`config.mk`:
```
export PLATFORM = sky130hd
export DESIGN_NAME = lxmc_value_ram
export DESIGN_NICKNAME = d
export VERILOG_FILES = /design/src/rtl/lxmc_pkg.sv /design/src/rtl/lxmc_value_ram.sv
export SDC_FILE = /design/constraint.sdc
export NUM_CORES = 2
export LEC_CHECK = 0
export BUFFER_PORTS_ARGS = -buffer_cell sky130_fd_sc_hd__buf_2
export CORE_MARGIN = 1.5
export CORE_UTILIZATION = 40
export CTS_CLUSTER_SIZE = 25
export DETAILED_ROUTE_END_ITERATION = 8
export GPL_TIMING_DRIVEN = 0
export SYNTH_ARGS = -nofsm -noshare
export SYNTH_HDL_FRONTEND = slang
export SYNTH_SLANG_ARGS = --single-unit
export TNS_END_PERCENT = 1
```
`constraint.sdc`:
```
create_clock -name clk_i -period 7.4 [get_ports clk_i]
set_input_delay 0.37 -clock clk_i [delete_from_list [all_inputs] [get_ports clk_i]]
set_output_delay 0.37 -clock clk_i [all_outputs]
set_load 0.02 [all_outputs]
```
`src/rtl/lxmc_pkg.sv`:
```
// Shared types and constants for the LRU local-to-distributed id map cache.
// No dependencies; the modules in rtl/ import this package.
package lxmc_pkg;

  localparam int unsigned XID_W = 32;
  localparam int unsigned CAP_W = 7;
  localparam logic [CAP_W-1:0] CAP_RESET = 7'd64;

  typedef enum logic {
    OP_LOOKUP = 1'b0,
    OP_ADD    = 1'b1
  } op_e;

  typedef struct packed {
    op_e              opcode;
    logic [XID_W-1:0] local_xid;
    logic [XID_W-1:0] distrib_xid;
  } req_t;

  typedef struct packed {
    logic             hit;
    logic [XID_W-1:0] found_distrib_xid;
    logic             duplicate_error;
  } rsp_t;

  typedef logic [CAP_W-1:0] cap_t;

endpackage

```
`src/rtl/lxmc_value_ram.sv`:
```
// Value store of the map cache: one write and one registered read per cycle.
// Depends on lxmc_pkg for the id width.
module lxmc_value_ram
  import lxmc_pkg::*;
#(
  parameter int unsigned ENTRIES = 64
) (
  input  logic                       clk_i,
  input  logic                       we_i,
  input  logic [$clog2(ENTRIES)-1:0] waddr_i,
  input  logic [XID_W-1:0]           wdata_i,
  input  logic                       re_i,
  input  logic [$clog2(ENTRIES)-1:0] raddr_i,
  output logic [XID_W-1:0]           rdata_o
);

  logic [XID_W-1:0] mem [ENTRIES];
  logic [XID_W-1:0] rdata_q;

  always_ff @(posedge clk_i) begin
    if (we_i) begin
      mem[waddr_i] <= wdata_i;
    end
    if (re_i) begin
      rdata_q <= mem[raddr_i];
    end
  end

  assign rdata_o = rdata_q;

endmodule

```
======== Word level (Yosys, flattened, before mapping) ========
Memories as Yosys holds them, arrays and structs flattened. A register that Yosys moved wholly into a read port is not among the register bits.
Cells that the tools add are included.
word-level totals
  bits in writable memories ............... 2,048
  memories ................................ 1
  input bits .............................. 47
  output and inout port bits .............. 32
  bits in registers ....................... 0
  logic and storage cells ................. 3
memory list
  memory  words  width  rd ports  clocked after memory_dff  wr ports  RTL line              RTL
  mem     64     32     1         1                         1         lxmc_value_ram.sv:17  logic [XID_W-1:0] mem [ENTRIES];
operators by class
  muxes and demuxes ....................... 2
operator list
  operator          number
  2-to-1 mux 1 bit  2

======== Longest topological paths before layout ========
  depth after elaboration ................. 2
  gate-level depth with buffers ........... 10
  depth with buffers taken out ............ 5

======== Worst setup path before layout ========
Ideal clock, no wire load.
  path type ............................... input-to-reg
  start ................................... input port waddr_i[3]
  end ..................................... memory mem[48][0], enable pin
  slack ................................... 3.870 ns
  buffers on the path ..................... 1
  data required time ...................... 6.939 ns
  cell stages on the path ................. 4
  arrival time ............................ 3.069 ns
  library setup time ...................... 0.461 ns
  cell sequence ........................... clkbuf_1 > nor2b_1 > nand4b_1 > nor3_1
RTL lines
  element             RTL line              RTL
  start: declaration  lxmc_value_ram.sv:10  input logic [$clog2(ENTRIES)-1:0] waddr_i,
  end: declaration    lxmc_value_ram.sv:17
Straight into the memory's write port.

==> out/results.ini <==
[timing]
period_needed_ns = 4.47
final_hold_viol_count = 0
post-route-period-util_pct = 60.5
finalSetupViolCount = 0
max_freq_mhz = 224
drv_slew = 64
worst_pin_slew_ns = 1.52
max_slew_margin_pct = -1.03
fin_worst_skew_ns = 0.0293
grt_setup_unrepaired = no
fin_ws_ns = 2.93

[power_and_ir_drop]
seqPwrFrac_pct = 52.9
p_sw_w = 0.00538
p_int_w = 0.0194
p_leak_nw = 28.3
clkPwrFrac_pct = 41.6
pwr-share-comb_pct = 5.5
swShare_pct = 21.7
p_per_area_nw_per_um2 = 270
irDropWorstVdd_mv = 0.279

[clock_network]
htree_num_levels = 4
cts_root_buffer = clkbuf_16
cts_tree = yes
clk_latency_ns = 0.84
cts_buffers = 203
ctsResizeCount = 0
postCtsHoldBufs = 0
path_clk_slew_ns = 0.06
clkSinkCount = 2080
cts_setup_buffers = 0
clock_path_buffers = 3

[yosys]
syn-num-nets = 3371
ys_types = 33
ys_seq_area_share_pct = 79.2
syn_area_um2 = 78800
synth_common_cells = edfxtp_1 (2,080), mux4_2 (544), nor2_1 (137)
synth-main-ff-cell = edfxtp_1
async_flop_share_pct = 0
synth_area_per_cell_um2 = 23.7
synth_top_area_share_pct = 79.2
synth_edf_count = 2080
synth_area_leaders = edfxtp_1 (79%), mux4_2 (16%), mux2i_1 (1.2%)
synthCells = 3324
yosysMostFrequentCell = edfxtp_1
yosys_warnings = 0
yosys.area.top_type = edfxtp_1
ys_ff_latch = 2080

[placement]
dp_slack_ns = 2.25
place_congestion = 0.871
dp.cells = 6117
placed_area_um2 = 85000
port_buffers = 70
hpwl_mm = 157

[setup_path]
r2r_slack_ns = 4.40
cp-start-kind = input port
arrival_ns = 4.99
crit_path_max_fanout = 10
endpoint_kind = flip-flop
worstPathRequired_ns = 7.92
criticalPathCategory = input port to flip-flop

[layout]
finish.utilization_pct = 46.9
fin_nets = 3745
fill_cells = 15900
seq_area_um2 = 62500
drive_gt1_share_pct = 29.8
multiInputGateArea_um2 = 16000
syn2layout_area_growth_pct = 16.2
postLayoutCellArea_um2 = 91600
finalNonFillerCells = 6503

[die]
row_count = 162
die_area_um2 = 200000
die_h_um = 447
io_pins = 79
start_util_pct = 40.3
core_um2 = 195000
die_width_um = 447

[routing]
ant_nets = 0
num_vias = 39400
wl_per_cell_um = 37.3
via_per_inst = 6.05
drc = 0
first_iter_violations = 6189
wl_mm = 242
drt_first_pass_iters = 6

[grt]
track_usage_pct = 24.3
grt_max_degree = 65
grt_pass1_vias = 38700
grt_pass1_wl_mm = 326
gr-total-overflow = 0
antenna_found_initial = 25

[worst_hold_path]
hp-class = input port to flip-flop

[status]
outcome = finished, violations left
failed_checks = slew limit

[flow_run]
cap_violations = 0

==> worst max-delay path: stages <==
cell      delay (ns)
buf_2           0.41
buf_2           0.48
buf_2           0.44
buf_1           1.03
nand3b_1        0.57
o221ai_1        0.48
a21oi_1         0.25
a21oi_1         0.56
nor2_1          0.33
==> layout by cell type (no fill, tap or decap), types with 20 or more instances in the layout <==
master and instances:
a21oi_1 62, buf_1 20, buf_12 60, buf_16 27, buf_2 121, buf_4 32
bufinv_16 21, clkbuf_1 108, clkbuf_16 209, clkinv_1 60, clkinv_2 40, edfxtp_1 2080
mux2i_1 93, mux4_2 544, nand2_1 26, nor2_1 75, nor2_4 62, o221ai_1 27
o22ai_1 84
==> state kept, by name, indices dropped and copies added (netlist names) <==
name	cells
mem	2048
rdata_o	32
==> layer usage <==
| metal | vias to the layer above | part of all wire [%] | wire length, um | global-route usage (%) |
|---|---|---|---|---|
| li1 | 15100 | - | - | - |
| met1 | 21300 | 37 | 90200 | 32.2 |
| met2 | 2441 | 47 | 114000 | 38.5 |
| met3 | 508 | 11 | 26400 | 5.95 |
| met4 | 4 | 4.9 | 11900 | 10.3 |
| met5 | - | 0.0066 | 16 | 0 |
==> area by class of cell <==
cell class | count | share of cell area [%]
Buffer | 182 | 0.971
Clock buffer | 245 | 5.86
Multi-Input combinational cell | 1062 | 17.4
Sequential cell | 2080 | 68.2
Antenna cell | 8 | 0.0219
Tap cell | 2624 | 3.58
Timing Repair Buffer | 169 | 2.67
Clock inverter | 133 | 1.29
==> through the flow <==
step           hold WS, ns  setup TNS (ns)  total power (W)
6_report             0.115               0           0.0248
3_5_place_dp         0.812               0           0.0147
5_1_grt              0.147               0           0.0253
3_3_place_gp         0.817          -16.45           0.0147
2_1_floorplan        0.469               0           0.0140
4_1_cts              0.273               0           0.0248
==> power groups by stage <==
stage          combinational [W]  clock [W]  sequential (W)
4_1_cts                  0.00136     0.0104          0.0131
3_3_place_gp             0.00130          0          0.0134
6_report                 0.00137     0.0103          0.0131
3_5_place_dp             0.00135          0          0.0134
5_1_grt                  0.00140     0.0108          0.0131
2_1_floorplan           0.000635          0          0.0134
==> worst paths after layout <==
kind / startpoint / end / cells past startpoint
min reg2reg: mem[12][8]$_DFFE_PP_ / rdata_o[8]$_DFFE_PP_ / 4
max reg2reg: mem[28][21]$_DFFE_PP_ / rdata_o[21]$_DFFE_PP_ / 4
min: wdata_i[19] / mem[6][19]$_DFFE_PP_ / 1
max: raddr_i[1] / rdata_o[13]$_DFFE_PP_ / 9
==> logic make-up (layout without fill, tap and decap cells) <==
kind of cell | Yosys count | count (layout) | synth area share (%)
other | 0 | 8 | 0
buffers and inverters | 182 | 729 | 1.12
AOI/OAI and AO/OA | 202 | 202 | 1.67
DFF | 2080 | 2080 | 79.2
muxes | 637 | 637 | 16.7
and+or+nand+nor | 223 | 223 | 1.26
Note: power is estimated with default switching activity, not from simulation.
