[src/rtl/lxmc_pkg.sv]
// Shared types and constants for the LRU local-to-distributed id map cache.
// No dependencies; the modules in rtl/ import this package.
package lxmc_pkg;

  localparam int unsigned XID_W = 32;
  localparam int unsigned CAP_W = 7;
  localparam logic [CAP_W-1:0] CAP_RESET = 7'd64;

  typedef enum logic {
    OP_LOOKUP = 1'b0,
    OP_ADD    = 1'b1
  } op_e;

  typedef struct packed {
    op_e              opcode;
    logic [XID_W-1:0] local_xid;
    logic [XID_W-1:0] distrib_xid;
  } req_t;

  typedef struct packed {
    logic             hit;
    logic [XID_W-1:0] found_distrib_xid;
    logic             duplicate_error;
  } rsp_t;

  typedef logic [CAP_W-1:0] cap_t;

endpackage

[src/rtl/lxmc_top_wrap_note.sv]
// Request register stage of the map cache: holds one request until the
// result register can take its result. Depends on lxmc_pkg.
module lxmc_req_stage
  import lxmc_pkg::*;
(
  input  logic clk_i,
  input  logic rst_ni,
  input  logic in_valid_i,
  input  req_t in_payload_i,
  output logic in_ready_o,
  input  logic advance_i,
  output logic valid_o,
  output req_t payload_o
);

  logic valid_q;
  req_t payload_q;

  assign in_ready_o = !valid_q || advance_i;

  always_ff @(posedge clk_i or negedge rst_ni) begin
    if (!rst_ni) begin
      valid_q <= 1'b0;
    end else if (in_valid_i && in_ready_o) begin
      valid_q <= 1'b1;
    end else if (advance_i) begin
      valid_q <= 1'b0;
    end
  end

  always_ff @(posedge clk_i) begin
    if (in_valid_i && in_ready_o) begin
      payload_q <= in_payload_i;
    end
  end

  assign valid_o   = valid_q;
  assign payload_o = payload_q;

endmodule

[config.mk]
export PLATFORM = sky130hd
export DESIGN_NAME = lxmc_req_stage
export DESIGN_NICKNAME = d
export VERILOG_FILES = /design/src/rtl/lxmc_pkg.sv /design/src/rtl/lxmc_top_wrap_note.sv
export SDC_FILE = /design/constraint.sdc
export NUM_CORES = 1
export LEC_CHECK = 0
export ABC_AREA = 1
export BUFFER_PORTS_ARGS = -buffer_cell sky130_fd_sc_hd__clkbuf_2
export CELL_PAD_IN_SITES_DETAIL_PLACEMENT = 0
export CELL_PAD_IN_SITES_GLOBAL_PLACEMENT = 1
export CORE_ASPECT_RATIO = 1.25
export CORE_MARGIN = 3
export CORE_UTILIZATION = 30
export CTS_BUF_LIST = sky130_fd_sc_hd__clkbuf_4 sky130_fd_sc_hd__clkbuf_8
export DETAILED_ROUTE_END_ITERATION = 8
export PLACE_DENSITY_LB_ADDON = 0.1
export SYNTH_ARGS = -nofsm -noshare
export SYNTH_HDL_FRONTEND = slang
export SYNTH_SLANG_ARGS = --single-unit
export TNS_END_PERCENT = 1
[constraint.sdc]
create_clock -name clk_i -period 3.95 [get_ports clk_i]
set_clock_uncertainty 0.05 [all_clocks]
set_input_delay 0 -clock clk_i [delete_from_list [all_inputs] [get_ports clk_i]]
set_output_delay 0 -clock clk_i [all_outputs]
set_load 0.005 [all_outputs]
Yosys cells after proc, flatten, opt, wreduce, memory -nomap -nowiden:

Cells that the tools add are included.

* register bits: 66
* logic and storage cells: 10

* reduce and logical (&&, ||, !) cells: 4
* multiplexer cells: 2

Operators with widths (count)
* $mux 1: 2
* $reduce_bool 2->1: 1
* $logic_and 1x1->1: 1
* $logic_not 1->1: 1
* $logic_or 1x1->1: 1

Depth between registers and ports, before layout:

* word-level depth: 4
* gate-level depth with buffers: 3
* depth with buffers taken out: 3

Worst setup path after synthesis:

No wires, ideal clock.

* path kind: register -> register
* start: reg valid_q (netlist: valid_o)
* end: reg payload_q, in the netlist payload_o[0], enable pin
* data arrival time: 3.586 ns
* cell stages (with the launch flop): 2
* slack: -0.195 ns
* period minus slack after synthesis: 4.145 ns
* path through: dfrtp_1 > a21oi_1

* longest elaborated chain between the ends: 3

Ends and longest elaborated chain
* from (decl): line lxmc_top_wrap_note.sv:16 `logic valid_q;`
* from (signal assigned): line lxmc_top_wrap_note.sv:23 `valid_q <= 1'b0;`
* from (signal assigned): line lxmc_top_wrap_note.sv:25 `valid_q <= 1'b1;`
* from (signal assigned): line lxmc_top_wrap_note.sv:27 `valid_q <= 1'b0;`
* $logic_not 1->1: line lxmc_top_wrap_note.sv:19 `assign in_ready_o = !valid_q || advance_i;`
* $logic_or 1x1->1: line lxmc_top_wrap_note.sv:19
* $logic_and 1x1->1: line lxmc_top_wrap_note.sv:32 `if (in_valid_i && in_ready_o) begin`
* to (signal assigned): line lxmc_top_wrap_note.sv:33 `payload_q <= in_payload_i;`
* to (decl): line lxmc_top_wrap_note.sv:17 `req_t payload_q;`

No other way between the ends.
A chain may end at the register's enable or synchronous reset.

Worst setup path in the final report:

* start: reg valid_q (netlist: valid_o)
* end: reg payload_q, in the netlist payload_o[60], enable pin

The elaborated chain is that of the path after synthesis.

==> impl_metrics.csv <==
group,metric,value,unit
status,outcome,"finished clean",
floorplan,die-height,97.2,um
timing,finalSetupViolCount,0,
power_and_ir_drop,leakagePower,1.61,nW
cts,cts_buffer_depth,2,
worst_setup_path,critPathMaxFanout,32,
worst_hold_path,min_to,"payload_o[20]",
finish,final_common_cell,"clkbuf_2",
timing,tns,0,ps
placed_design,dpl.cell_count,293,
placed_design,pre_cts_ws,1840,ps
detailed_routing,vias_per_cell,3.85,
cts,htreeDepth,3,
worst_setup_path,rr_worst_depth,2,
worst_setup_path,startpoint_type,"register",
cts,clk_pin_slew,60,ps
power_and_ir_drop,power.density,403,nW/um^2
placed_design,place_congestion,0.645,
detailed_routing,drc,0,
floorplan,initial_utilization,31.6,%
detailed_routing,wl_per_cell,12.8,um
floorplan,num_rows,32,
cts,cts-root-buf,"clkbuf_8",
global_routing,grt_pass1_wl,7.67,mm
worst_setup_path,reg2reg_to,"payload_o[60]",
floorplan,die_area,7680,um^2
floorplan,io_pins,136,
synthesis,yosysWarningCount,0,
floorplan,design.core.area,6330,um^2
timing,hold_viol_final,0,
finish,diodes,0,
global_routing,grt_usage,13.5,%
detailed_routing,drt_wl_total,4.84,mm
synthesis,synth_nets,140,
worst_setup_path,regToRegSetupSlack,1890,ps
timing,fmax,0.485,GHz
worst_hold_path,hp-class,"in2reg",
worst_setup_path,r2r_start,"valid_o",
timing,rsz0062_at_grt,"false",
synthesis,syn_area_per_cell,28.1,um^2
synthesis,ys_seq_elements,66,
worst_setup_path,worstSetupPathType,"reg2reg",
synthesis,syn_inst,71,
timing,worst_pin_slew,945,ps
synthesis,syn_area,2000,um^2
detailed_routing,vias,1454,
placed_design,port_buffers,135,
global_routing,grt_max_degree,33,
placed_design,dp_hpwl,3.31,mm
worst_setup_path,crit_path_end_kind,"register",
finish,fin_nets,357,
worst_hold_path,worstHoldStart,"advance_i",
cts,clk_latency,330,ps
cts,cts_buffers,9,
floorplan,die_w,79.0,um
timing,drv_slew,0,
timing,fin_crit,2060,ps
finish,area_growth,84.1,%
timing,fin_ws,1890,ps
timing,slew_headroom,36.8,%
finish,final_cell_count_no_fill,378,
timing,timing.hold.ws,246,ps
cts,post_cts_buffers,0,
finish,final_util,58.1,%
job,cap_violations,0,
synthesis,synth_cell_types,5,
worst_setup_path,worstPathRequired,3900,ps
detailed_routing,drt_iter0_markers,49,
worst_setup_path,critPathArrivalTime,2010,ps
global_routing,antenna_found_initial,0,
cts,cts_tree,"done",
synthesis,synth_seq_area_share,99.0,%
timing,finalCritPeriodShare,52.2,%
detailed_routing,postRouteAntennaNets,0,
detailed_routing,first_pass_iters,3,
worst_hold_path,whs_path_depth,3,
finish,final_cell_mix,"clkbuf_2 (135), dlygate4sd3_1 (69), edfxtp_1 (65), clkbuf_8 (11), clkinv_2 (3)",
global_routing,grt_pass1_vias,1603,
finish,nFillCells,541,
power_and_ir_drop,peakVddDrop,226,uV
global_routing,grt_overflow,0,
cts,clock_sinks,66,
finish,final_layout_size_suffix_gt1_share,52.6,%
## worst max-delay path by stage
stage | endpoint | start | cells past startpoint | slack, ps
after floorplan | payload_o[0] | valid_o | 1 | 1260
after detailed placement | payload_o[40] | valid_o | 2 | 1840
after CTS | payload_o[21] | valid_o | 2 | 1830
final | payload_o[60] | valid_o | 2 | 1890
after global routing | payload_o[33] | valid_o | 2 | 1700
after global placement | payload_o[18] | valid_o | 2 | 1930
## through the flow
| step | instance area [um^2] | total power, mW |
|---|---|---|
| finish | 3680 | 1.48 |
| global route | 3680 | 1.55 |
| CTS | 3680 | 1.50 |
| detailed placement | 2810 | 0.940 |
| global placement | 2810 | 0.935 |
| floorplan | 2000 | 0.862 |
## per-layer routing
| metal | part of all wire, % | global-route usage (%) | vias up |
|---|---|---|---|
| li1 | - | - | 715 |
| met5 | 0 | 0 | - |
| met1 | 34 | 14.1 | 646 |
| met3 | 8.4 | 4.92 | 14 |
| met2 | 54 | 23.1 | 79 |
| met4 | 2.7 | 7.54 | 0 |
## critical path: stages (launching register included)
cell and delay, ps:
dfrtp_1 420, a21oi_4 760, buf_4 470
## cells by family after synthesis
family                 count (synthesis)  synth area share [%]
buffers and inverters                  2                 0.376
DFF                                   66                  99.0
and+or+nand+nor                        2                 0.376
AOI/OAI and AO/OA                      1                 0.250
## synthesized netlist by cell type
| master | instances | area [um^2] |
|---|---|---|
| nand2_1 | 2 | 7.51 |
| inv_1 | 2 | 7.51 |
| edfxtp_1 | 65 | 1950 |
| a21oi_1 | 1 | 5.00 |
| dfrtp_1 | 1 | 25.0 |
## report_power, final
group	internal (mW)	switching [mW]	total, mW
registers	0.816	0.00995	0.826
clock network	0.273	0.232	0.505
logic	0.0931	0.0561	0.149
## sequential cells by signal, summed over array words and instances (netlist names)
name / cells
payload_o: 65
valid_o: 1
## what timing repair did
action | 4_1_cts | 5_1_grt
resized for setup | 0 | 0
hold buffers | 69 | 0
endpoints found under the hold margin | 67 | 0
## layout make-up
| type | instances | area [um^2] | area share, % |
|---|---|---|---|
| Sequential cell | 66 | 1980 | 53.8 |
| Inverter | 2 | 7.51 | 0.204 |
| Multi-Input combinational cell | 3 | 23.8 | 0.646 |
| Tap cell | 85 | 106 | 2.89 |
| Timing Repair Buffer | 206 | 1380 | 37.6 |
| Clock inverter | 3 | 15.0 | 0.408 |
| Clock buffer | 13 | 166 | 4.53 |
Power figures use the tool's default switching activity.
